File: src/sv/sha_pkg.sv
package sha_pkg;

   typedef struct packed {
      logic       req_type;
      logic [7:0] data_byte;
   } sha_req_type;

   typedef struct packed {
      logic [31:0] digest_word;
      logic [2:0]  word_index;
      logic        last_word;
   } sha_rsp_type;

   localparam logic REQ_ABSORB   = 1'b0;
   localparam logic REQ_FINALIZE = 1'b1;

   typedef enum logic [2:0] {
      ST_IDLE,
      ST_PAD,
      ST_LEN,
      ST_START,
      ST_COMP,
      ST_EMIT
   } sha_state_type;

   // Byte source for the block buffer write
   typedef enum logic [1:0] {
      SRC_DATA,
      SRC_PAD,
      SRC_ZERO,
      SRC_LEN
   } sha_src_type;

   typedef struct packed {
      logic        wr_en;
      sha_src_type wr_src;
      logic        fill_clear;
      logic        total_inc;
      logic        comp_start;
      logic        emit_next;
      logic        rearm;
   } sha_cmd_type;

   typedef struct packed {
      logic [5:0] fill;
      logic       comp_done;
      logic [2:0] emit_index;
   } sha_status_type;

   localparam logic [31:0] ROUND_K [64] = '{
      32'h428a2f98, 32'h71374491, 32'hb5c0fbcf, 32'he9b5dba5,
      32'h3956c25b, 32'h59f111f1, 32'h923f82a4, 32'hab1c5ed5,
      32'hd807aa98, 32'h12835b01, 32'h243185be, 32'h550c7dc3,
      32'h72be5d74, 32'h80deb1fe, 32'h9bdc06a7, 32'hc19bf174,
      32'he49b69c1, 32'hefbe4786, 32'h0fc19dc6, 32'h240ca1cc,
      32'h2de92c6f, 32'h4a7484aa, 32'h5cb0a9dc, 32'h76f988da,
      32'h983e5152, 32'ha831c66d, 32'hb00327c8, 32'hbf597fc7,
      32'hc6e00bf3, 32'hd5a79147, 32'h06ca6351, 32'h14292967,
      32'h27b70a85, 32'h2e1b2138, 32'h4d2c6dfc, 32'h53380d13,
      32'h650a7354, 32'h766a0abb, 32'h81c2c92e, 32'h92722c85,
      32'ha2bfe8a1, 32'ha81a664b, 32'hc24b8b70, 32'hc76c51a3,
      32'hd192e819, 32'hd6990624, 32'hf40e3585, 32'h106aa070,
      32'h19a4c116, 32'h1e376c08, 32'h2748774c, 32'h34b0bcb5,
      32'h391c0cb3, 32'h4ed8aa4a, 32'h5b9cca4f, 32'h682e6ff3,
      32'h748f82ee, 32'h78a5636f, 32'h84c87814, 32'h8cc70208,
      32'h90befffa, 32'ha4506ceb, 32'hbef9a3f7, 32'hc67178f2
   };

   localparam logic [31:0] INIT_HASH [8] = '{
      32'h6a09e667, 32'hbb67ae85, 32'h3c6ef372, 32'ha54ff53a,
      32'h510e527f, 32'h9b05688c, 32'h1f83d9ab, 32'h5be0cd19
   };

   localparam logic [7:0] PAD_BYTE = 8'h80;
   localparam logic [5:0] LEN_START = 6'd56;

   function automatic logic [31:0] ror32(input logic [31:0] v, input int unsigned n);
      ror32 = (v >> n) | (v << (32 - n));
   endfunction

endpackage

File: src/sv/sha_datapath.sv
module sha_datapath import sha_pkg::*; (
   input  logic           clock,
   input  logic           reset,
   input  sha_cmd_type    cmd,
   input  logic [7:0]     data_byte,
   output sha_status_type status,
   output logic [31:0]    digest_word
);

   logic [5:0]  fill_ff, fill_in;
   logic [63:0] total_ff, total_in;
   logic [31:0] chain_ff [8];
   logic [31:0] v_ff [8];
   logic [31:0] w_ff [16];
   logic [6:0]  round_ff, round_in;
   logic        busy_ff, busy_in;
   logic [2:0]  emit_ff;
   logic [7:0]  wr_byte;
   logic [63:0] bit_len;
   logic [31:0] wi, s0, s1, t1, t2, e, a, w15, w2;

   assign bit_len = {total_ff[60:0], 3'b000};

   always_comb begin
      unique case (cmd.wr_src)
         SRC_DATA: wr_byte = data_byte;
         SRC_PAD:  wr_byte = PAD_BYTE;
         SRC_ZERO: wr_byte = 8'h00;
         SRC_LEN:  wr_byte = bit_len[8*(7 - fill_ff[2:0]) +: 8];
         default:  wr_byte = 8'h00;
      endcase
   end

   always_comb begin
      fill_in = fill_ff;
      if (cmd.fill_clear) begin
         fill_in = '0;
      end else if (cmd.wr_en) begin
         fill_in = fill_ff + 6'd1;
      end
      total_in = total_ff;
      if (cmd.rearm) begin
         total_in = '0;
      end else if (cmd.total_inc) begin
         total_in = total_ff + 64'd1;
      end
   end

   // Round datapath: the block window doubles as the rolling schedule, oldest word first
   assign w15 = w_ff[1];
   assign w2  = w_ff[14];
   assign s0  = ror32(w15, 7) ^ ror32(w15, 18) ^ (w15 >> 3);
   assign s1  = ror32(w2, 17) ^ ror32(w2, 19) ^ (w2 >> 10);
   assign wi  = (round_ff < 7'd16) ? w_ff[0] : w_ff[0] + s0 + w_ff[9] + s1;
   assign e   = v_ff[4];
   assign a   = v_ff[0];
   assign t1  = v_ff[7] + (ror32(e, 6) ^ ror32(e, 11) ^ ror32(e, 25)) +
                ((e & v_ff[5]) ^ (~e & v_ff[6])) + ROUND_K[round_ff[5:0]] + wi;
   assign t2  = (ror32(a, 2) ^ ror32(a, 13) ^ ror32(a, 22)) +
                ((a & v_ff[1]) ^ (a & v_ff[2]) ^ (v_ff[1] & v_ff[2]));

   always_comb begin
      busy_in  = busy_ff;
      round_in = round_ff;
      if (cmd.comp_start) begin
         busy_in  = 1'b1;
         round_in = '0;
      end else if (busy_ff) begin
         round_in = round_ff + 7'd1;
         if (round_ff == 7'd64) begin
            busy_in = 1'b0;
         end
      end
   end

   always_ff @(posedge clock) begin
      if (reset) begin
         fill_ff  <= '0;
         total_ff <= '0;
         busy_ff  <= 1'b0;
         round_ff <= '0;
         emit_ff  <= '0;
         for (int i = 0; i < 8; i++) chain_ff[i] <= INIT_HASH[i];
      end else begin
         fill_ff  <= fill_in;
         total_ff <= total_in;
         busy_ff  <= busy_in;
         round_ff <= round_in;
         if (cmd.rearm) begin
            emit_ff <= '0;
            for (int i = 0; i < 8; i++) chain_ff[i] <= INIT_HASH[i];
         end else if (cmd.emit_next) begin
            emit_ff <= emit_ff + 3'd1;
         end
         if (busy_ff && round_ff == 7'd64) begin
            for (int i = 0; i < 8; i++) chain_ff[i] <= chain_ff[i] + v_ff[i];
         end
      end
   end

   always_ff @(posedge clock) begin
      if (cmd.wr_en) begin
         // shift the byte in at the tail of the block window
         for (int i = 0; i < 15; i++) w_ff[i] <= {w_ff[i][23:0], w_ff[i+1][31:24]};
         w_ff[15] <= {w_ff[15][23:0], wr_byte};
      end else if (busy_ff && round_ff != 7'd64) begin
         for (int i = 0; i < 15; i++) w_ff[i] <= w_ff[i+1];
         w_ff[15] <= wi;
      end
      if (cmd.comp_start) begin
         for (int i = 0; i < 8; i++) v_ff[i] <= chain_ff[i];
      end else if (busy_ff && round_ff != 7'd64) begin
         v_ff[7] <= v_ff[6];
         v_ff[6] <= v_ff[5];
         v_ff[5] <= v_ff[4];
         v_ff[4] <= v_ff[3] + t1;
         v_ff[3] <= v_ff[2];
         v_ff[2] <= v_ff[1];
         v_ff[1] <= v_ff[0];
         v_ff[0] <= t1 + t2;
      end
   end

   assign status.fill       = fill_ff;
   assign status.comp_done  = busy_ff && round_ff == 7'd64;
   assign status.emit_index = emit_ff;
   assign digest_word       = chain_ff[emit_ff];

endmodule

File: src/sv/sha_control.sv
module sha_control import sha_pkg::*; (
   input  logic           clock,
   input  logic           reset,
   input  logic           req_valid,
   output logic           req_stall,
   input  sha_req_type    req_data,
   output logic           rsp_valid,
   input  logic           rsp_stall,
   input  sha_status_type status,
   output sha_cmd_type    cmd
);

   sha_state_type state_ff, state_in;
   logic          final_ff, final_in;
   logic          len_ff, len_in;
   logic          accept;

   always_ff @(posedge clock) begin
      if (reset) begin
         state_ff <= ST_IDLE;
         final_ff <= 1'b0;
         len_ff   <= 1'b0;
      end else begin
         state_ff <= state_in;
         final_ff <= final_in;
         len_ff   <= len_in;
      end
   end

   assign req_stall = state_ff != ST_IDLE;
   assign accept    = req_valid && !req_stall;

   always_comb begin
      state_in  = state_ff;
      final_in  = final_ff;
      len_in    = len_ff;
      cmd       = '0;
      rsp_valid = 1'b0;
      unique case (state_ff)
         ST_IDLE: begin
            if (accept) begin
               cmd.wr_en = 1'b1;
               if (req_data.req_type == REQ_ABSORB) begin
                  cmd.wr_src    = SRC_DATA;
                  cmd.total_inc = 1'b1;
                  if (status.fill == 6'd63) begin
                     final_in = 1'b0;
                     state_in = ST_START;
                  end
               end else begin
                  cmd.wr_src = SRC_PAD;
                  final_in   = 1'b1;
                  if (status.fill == 6'd63) begin
                     state_in = ST_START;
                  end else begin
                     state_in = ST_PAD;
                  end
               end
            end
         end
         ST_PAD: begin
            // zero fill up to the length field, or to the end of an overfull block
            cmd.wr_en = 1'b1;
            priority if (status.fill == LEN_START) begin
               cmd.wr_src = SRC_LEN;
               state_in   = ST_LEN;
            end else begin
               cmd.wr_src = SRC_ZERO;
               if (status.fill == 6'd63) begin
                  state_in = ST_START;
               end
            end
         end
         ST_LEN: begin
            cmd.wr_en  = 1'b1;
            cmd.wr_src = SRC_LEN;
            if (status.fill == 6'd63) begin
               len_in   = 1'b1;
               state_in = ST_START;
            end
         end
         ST_START: begin
            cmd.comp_start = 1'b1;
            state_in       = ST_COMP;
         end
         ST_COMP: begin
            if (status.comp_done) begin
               priority if (!final_ff) begin
                  state_in = ST_IDLE;
               end else if (len_ff) begin
                  state_in = ST_EMIT;
               end else begin
                  state_in = ST_PAD;
               end
            end
         end
         ST_EMIT: begin
            rsp_valid = 1'b1;
            if (!rsp_stall) begin
               if (status.emit_index == 3'd7) begin
                  cmd.rearm      = 1'b1;
                  cmd.fill_clear = 1'b1;
                  final_in       = 1'b0;
                  len_in         = 1'b0;
                  state_in       = ST_IDLE;
               end else begin
                  cmd.emit_next = 1'b1;
               end
            end
         end
         default: state_in = ST_IDLE;
      endcase
   end

endmodule

File: src/sv/sha256_byte_stream_hash_unit.sv
// Absorb: bytes are taken back to back while idle; the byte that fills a block
// stalls the input for a load, 64 rounds at one per cycle and a chain add.
// Finalize: pad, zero and length bytes one per cycle to the block end, a compression
// per block, a second block when fewer than 9 bytes remain, then eight digest words,
// one per cycle while the result side does not stall.
// Synchronous active-high reset loads the initial hash and clears counts.
module sha256_byte_stream_hash_unit import sha_pkg::*; (
   input  logic        clock,
   input  logic        reset,
   input  logic        req_valid,
   output logic        req_stall,
   input  sha_req_type req_data,
   output logic        rsp_valid,
   input  logic        rsp_stall,
   output sha_rsp_type rsp_data
);

   sha_cmd_type    cmd;
   sha_status_type status;
   logic [31:0]    word;

   sha_control u_ctrl (
      .clock, .reset, .req_valid, .req_stall, .req_data,
      .rsp_valid, .rsp_stall, .status, .cmd(cmd)
   );

   sha_datapath u_dp (
      .clock, .reset, .cmd(cmd), .data_byte(req_data.data_byte),
      .status, .digest_word(word)
   );

   assign rsp_data.digest_word = word;
   assign rsp_data.word_index  = status.emit_index;
   assign rsp_data.last_word   = status.emit_index == 3'd7;

endmodule

File: config.mk
export PLATFORM = sky130hd
export DESIGN_NAME = sha256_byte_stream_hash_unit
export DESIGN_NICKNAME = d
export VERILOG_FILES = /design/src/sv/sha_pkg.sv /design/src/sv/sha_datapath.sv /design/src/sv/sha_control.sv /design/src/sv/sha256_byte_stream_hash_unit.sv
export SDC_FILE = /design/constraint.sdc
export NUM_CORES = 2
export LEC_CHECK = 0
export BUFFER_PORTS_ARGS = -buffer_cell sky130_fd_sc_hd__buf_2
export CORE_MARGIN = 3
export CORE_UTILIZATION = 50
export CTS_CLUSTER_SIZE = 8
export DETAILED_ROUTE_END_ITERATION = 12
export PLACE_DENSITY = 0.67
export SYNTH_ARGS = -nofsm -noshare
export SYNTH_HDL_FRONTEND = slang
export SYNTH_SLANG_ARGS = --single-unit
export TNS_END_PERCENT = 100
File: constraint.sdc
create_clock -name clock -period 16.8 [get_ports clock]
set_clock_uncertainty 0.15 [all_clocks]
set_input_delay 0.84 -clock clock [delete_from_list [all_inputs] [get_ports clock]]
set_output_delay 0.84 -clock clock [all_outputs]
set_load 0.01 [all_outputs]
# Word-level counts from Yosys, hierarchy flattened
# Memory sizes are Yosys's and may differ from the RTL's. A register that Yosys moved wholly into a read port is not among the register bits.
# Index checks and enable logic that the tools add are counted.
# classes
n_shift	1
n_reduce_logical	15
add_sub_neg	23
mux	100
bitwise_logic	68
order_cmp	2
eq_ne	19
# ops
op	n
32-bit 2-to-1 mux	43
32-bit adder	18
32-bit XOR	9
32-bit AND	5
64-bit by 1-bit adder with 64-bit output (second input constant)	1
64-bit by 33-bit indexed part select with 8-bit output	1
1-bit OR	40
1-bit 2-to-1 mux	37
3-bit 2-to-1 mux	12
32-bit inverter	1
10-bit by 32-bit OR with 32-bit output	1
13-bit by 32-bit OR with 32-bit output	1
14-bit by 32-bit OR with 32-bit output	1
15-bit by 32-bit OR with 32-bit output	1
19-bit by 32-bit OR with 32-bit output	1
21-bit by 32-bit OR with 32-bit output	1
25-bit by 32-bit OR with 32-bit output	1
26-bit by 32-bit OR with 32-bit output	1
30-bit by 32-bit OR with 32-bit output	1
7-bit by 32-bit OR with 32-bit output	1
8-bit one-hot mux with 4 select lines	1
32-bit by 22-bit XOR with 32-bit output	1
32-bit by 29-bit XOR with 32-bit output	1
3-bit one-hot mux with 6 select lines	1
30 further kinds	47
# word_totals
n_memories	4
regBits	86
ram_bits	1024
elab_cells	240
in_bits	13
out_inout_bits	38
rom_bits	2048
# mem_list
name	words	word_bits	read_ports	rd_clocked_by_memory_dff	write_ports	line	text
(no name shown)	64	32	1	0	0	sha_datapath.sv:58	((e & v_ff[5]) ^ (~e & v_ff[6])) + ROUND_K[round_ff[5:0]] + wi;
u_dp.w_ff	16	32	16	0	16	sha_datapath.sv:14	logic [31:0] w_ff [16];
u_dp.chain_ff	8	32	9	1	8	sha_datapath.sv:12	logic [31:0] chain_ff [8];
u_dp.v_ff	8	32	8	0	8	sha_datapath.sv:13	logic [31:0] v_ff [8];

# Longest topological paths before layout
# An unclocked memory read counts as a cell.
# logic_depth
depth_word	11
mapped_depth	46
ltp_nobuf	45

# Modules after synthesis
# A second synthesis with hierarchy kept.
# unflattened
cells_unflattened	7038
hier_area_um2	74803.0
# modules_own_cells
mod	area_each_um2	cells_each	n_inst
sha_datapath	74346.3	6970	1
sha_control	450.4	67	1
sha256_byte_stream_hash_unit	6.3	1	1

# Worst setup path after synthesis
# Ideal clock, no wire load.
# synth_path
kind	input to register
from	in req_valid
to	mem u_dp.w_ff[0][0] (enable)
required_time_ns	12.995
setup_time_ns	3.655
cell_stages	6
setup_slack_ns	2.735
t_arrival_ns	10.260
cell_sequence	nor3_1 > nand2b_1 > clkbuf_1 > clkbuf_1 > clkbuf_1 > nand2_1
# synth_lines
item	line	text
from (decl)	sha256_byte_stream_hash_unit.sv:10	input logic req_valid,
to (decl)	sha_datapath.sv:14	

==> flow_summary.toml <==
[cts]
ctsHoldBuffers = 0
numCtsBuffers = 158
clk_latency_ns = 0.80
cts-root-buf = "clkbuf_16"
cts_setup_buffers = 0
cts_tree = "built"
clkTransAtPathRegs_ns = 0.05
cts_resized = 0
clkSinkCount = 1110
clockBufferDepth = 3
htreeDepth = 4

[yosys]
synthDistinctLibCells = 94
synth_compound_area_frac = 0.1108
synth_xor_area_frac = 0.07494
syn_avg_cell_area_um2 = 10.71
synthMuxAreaShare = 0.1116
synth_edf_count = 992
synthCells = 6941
yosys_most_used_dff = "edfxtp_1"
syn_nets = 7557
synth_top_family_by_area = "adder cells"
yosys.area_share.simple = 0.1116
yosys_warnings = 0
ys_ff_latch = 1110
synthAdderAreaFrac = 0.1238
postSynth.asyncResetShare = 0
synth_seq_area_share = 0.4325
netlist_area_mm2 = 0.07433

[sta]
setup_viol = 0
max_slew_margin = 0.1840
setup_tns_ns = 0
whs_ns = 0.3402
tightestPinTransition_ns = 1.190
hold_violations = 0
fin_crit_ns = 11.46
setup_ws_ns = 5.338
finalMaxSlewViolations = 0
fin_crit_sh = 0.6823
timing.fmax_mhz = 87.25
rsz0062_at_grt = "no"

[grt]
grt_first_pass_wirelength_mm = 320.6
grt.overflow.total = 0
antenna_found_initial = 4
grt_start_max_net_pins = 207
grt_pass1_vias = 52530
grt.total_usage = 0.2741

[placement]
place_congestion = 0.9724
place_ws_ns = 5.574
placed_cells = 8633
numPortBuffers = 50
dpl.hpwl_mm = 156.6

[routing]
drt_iter0_drc = 5176
wl_per_cell_um = 23.90
drt_first_pass_iters = 6
vias_per_cell = 6.022
vias = 53370
drt-total-wl_mm = 211.8
antenna_left = 0
drc = 0

[floorplanning]
start_util = 0.5070
die-height_um = 391.6
num_rows = 140
coreArea_mm2 = 0.1466
die_x_um = 391.6
ioPinCount = 51
dieArea_mm2 = 0.1533

[hold_path]
hold_class = "in2reg"

[critical_path]
path_buf_inv = 4
slowest_stage = "a2111oi_0"
start_kind = "register"
critPathMaxStageDelay_ns = 0.98
critPathCaptureType = "register"
crit_type = "reg2reg"
timing.critical_path.required_ns = 17.15
crit_fanout = 22
critPathTopFamily = "compound AO/OA/AOI/OAI gates"
arrival_ns = 11.82

[layout]
syn_to_final_growth_pct = 8.858
nets = 7492
final_cell_mix = "992 x edfxtp_1, 917 x nand2_1, 540 x mux2_2"
drive_gt1_frac = 0.1418
diodes = 0
layout_commonest_cell = "edfxtp_1"
fin_cells = 8861

[power_and_ir_drop]
power_mw = 8.556
ir_drop_v = 0.00009200
p_leak_nw = 31.75
p_per_area_mw_per_mm2 = 105.7

[status]
status = "complete, no violations"

[job]
cap_viol_max_count = 0
## sequential cells by signal, indices dropped and copies added (netlist names), named ones only
| register | cells |
|---|---|
| u_dp.w_ff | 512 |
| u_dp.chain_ff | 256 |
| u_dp.v_ff | 256 |
| u_dp.total_ff | 61 |
| u_dp.round_ff | 7 |
| u_dp.fill_ff | 6 |
| u_ctrl.state_ff | 3 |
| u_dp.emit_ff | 3 |
| u_ctrl.final_ff | 1 |
| u_ctrl.len_ff | 1 |
| u_dp.busy_ff | 1 |
## layer usage
metal / GRT usage / vias to the layer above / part of all wire
met4: 0.1168 / 0 / 0.046
li1: - / 24660 / -
met5: 0 / - / 0
met1: 0.3664 / 26450 / 0.42
met3: 0.03576 / 418 / 0.060
met2: 0.4497 / 1838 / 0.47
## per-stage QoR
| step | instance area [µm²] | util |
|---|---|---|
| final | 80910 | 0.5519 |
| after global routing | 80910 | 0.5519 |
| after CTS | 80910 | 0.5519 |
| after detailed placement | 76310 | 0.5205 |
| after global placement | 76310 | 0.5205 |
| after floorplan | 74330 | - |
## final timing paths
check | end | cells after the start | from | slack [ns]
worst min-delay path | u_dp.w_ff[0][481]$_DFFE_PP_ | 3 | req_data[1] | 0.34
worst max-delay path | u_dp.v_ff[0][31]$_DFFE_PP_ | 38 | u_dp.round_ff[1]$_SDFFE_PP0P_ | 5.34
worst min register to register | u_ctrl.len_ff$_SDFFE_PP0P_ | 2 | u_ctrl.len_ff$_SDFFE_PP0P_ | 0.35
worst max register to register | u_dp.v_ff[0][31]$_DFFE_PP_ | 38 | u_dp.round_ff[1]$_SDFFE_PP0P_ | 5.34
## synthesized netlist by cell type (8+ instances only)
cell       number  area [µm²]
a2111oi_0      10       87.58
a211o_1         9       78.83
a211oi_1       44       330.3
a21boi_0        8       60.06
a21o_1        175        1314
a21oi_1       420        2102
a221oi_1       11       96.34
a31oi_1        44       275.3
and2_1         17       106.4
and3_1         45       281.5
and4_1          9       78.83
buf_1          35       131.4
clkbuf_1      300        1126
dfxtp_1       118        2362
edfxtp_1      992       29790
fa_1          197        3944
ha_1          406        5080
inv_1         336        1261
maj3_1         18       180.2
mux2_2        540        6081
mux2i_1        39       390.4
mux4_2         81        1824
nand2_1       919        3450
nand2b_1       77       481.7
nand3_1       103       515.5
nand3b_1        8       60.06
nand4_1        31       193.9
nor2_1        453        1700
nor2b_1        48       300.3
nor3_1         92       460.4
nor3b_1        13       97.59
nor4_1         15       93.84
o211ai_1       32       240.2
o21a_1         63       473.0
o21ai_0       345        1727
o21ai_1        11       55.05
o21bai_1       40       300.3
o221ai_1        8       70.07
o22ai_1         8       50.05
o31a_1          8       70.07
o31ai_1        19       142.6
or2_2          16       100.1
or3_1          28       175.2
xnor2_1       379        3319
xor2_1        257        2251
## kinds of logic (layout without fill, tap and decap cells)
| family | count (synthesis) | after routing |
|---|---|---|
| buffers and inverters | 682 | 685 |
| muxes | 660 | 660 |
| adders and majority gates | 621 | 621 |
| and+or+nand+nor | 1898 | 1898 |
| xor gates and xnor gates | 636 | 636 |
| DFF | 1110 | 1110 |
| AOI/OAI and AO/OA | 1334 | 1334 |
## worst reg2reg max path, delay by kind of cell (launching register included)
| kind | cells | cell delay, ns |
|---|---|---|
| AO/OA/AOI/OAI | 15 | 4.29 |
| adder cells (fa/ha/maj) | 7 | 3.20 |
| AND/OR/NAND/NOR | 8 | 1.34 |
| buffers and inverters | 4 | 0.91 |
| XOR/XNOR | 3 | 0.52 |
| multiplexers | 1 | 0.50 |
| flip-flops | 1 | 0.29 |
## power by group
part           internal [mW]  switching [mW]  total [mW]
clock network           1.75            1.27        3.02
logic                  0.933            1.29        2.22
registers               3.19           0.130        3.32
## area by class of cell
type                       count  area (µm²)
fill                       12500       65700
multi-input combinational   5149       39680
sequential                  1110       32170
clock buffer                 210        4149
tap                         1917        2399
inverter                     340        1281
timing repair buffer         117       790.8
clock inverter                18       450.4
(Power assumes the default switching activity.)
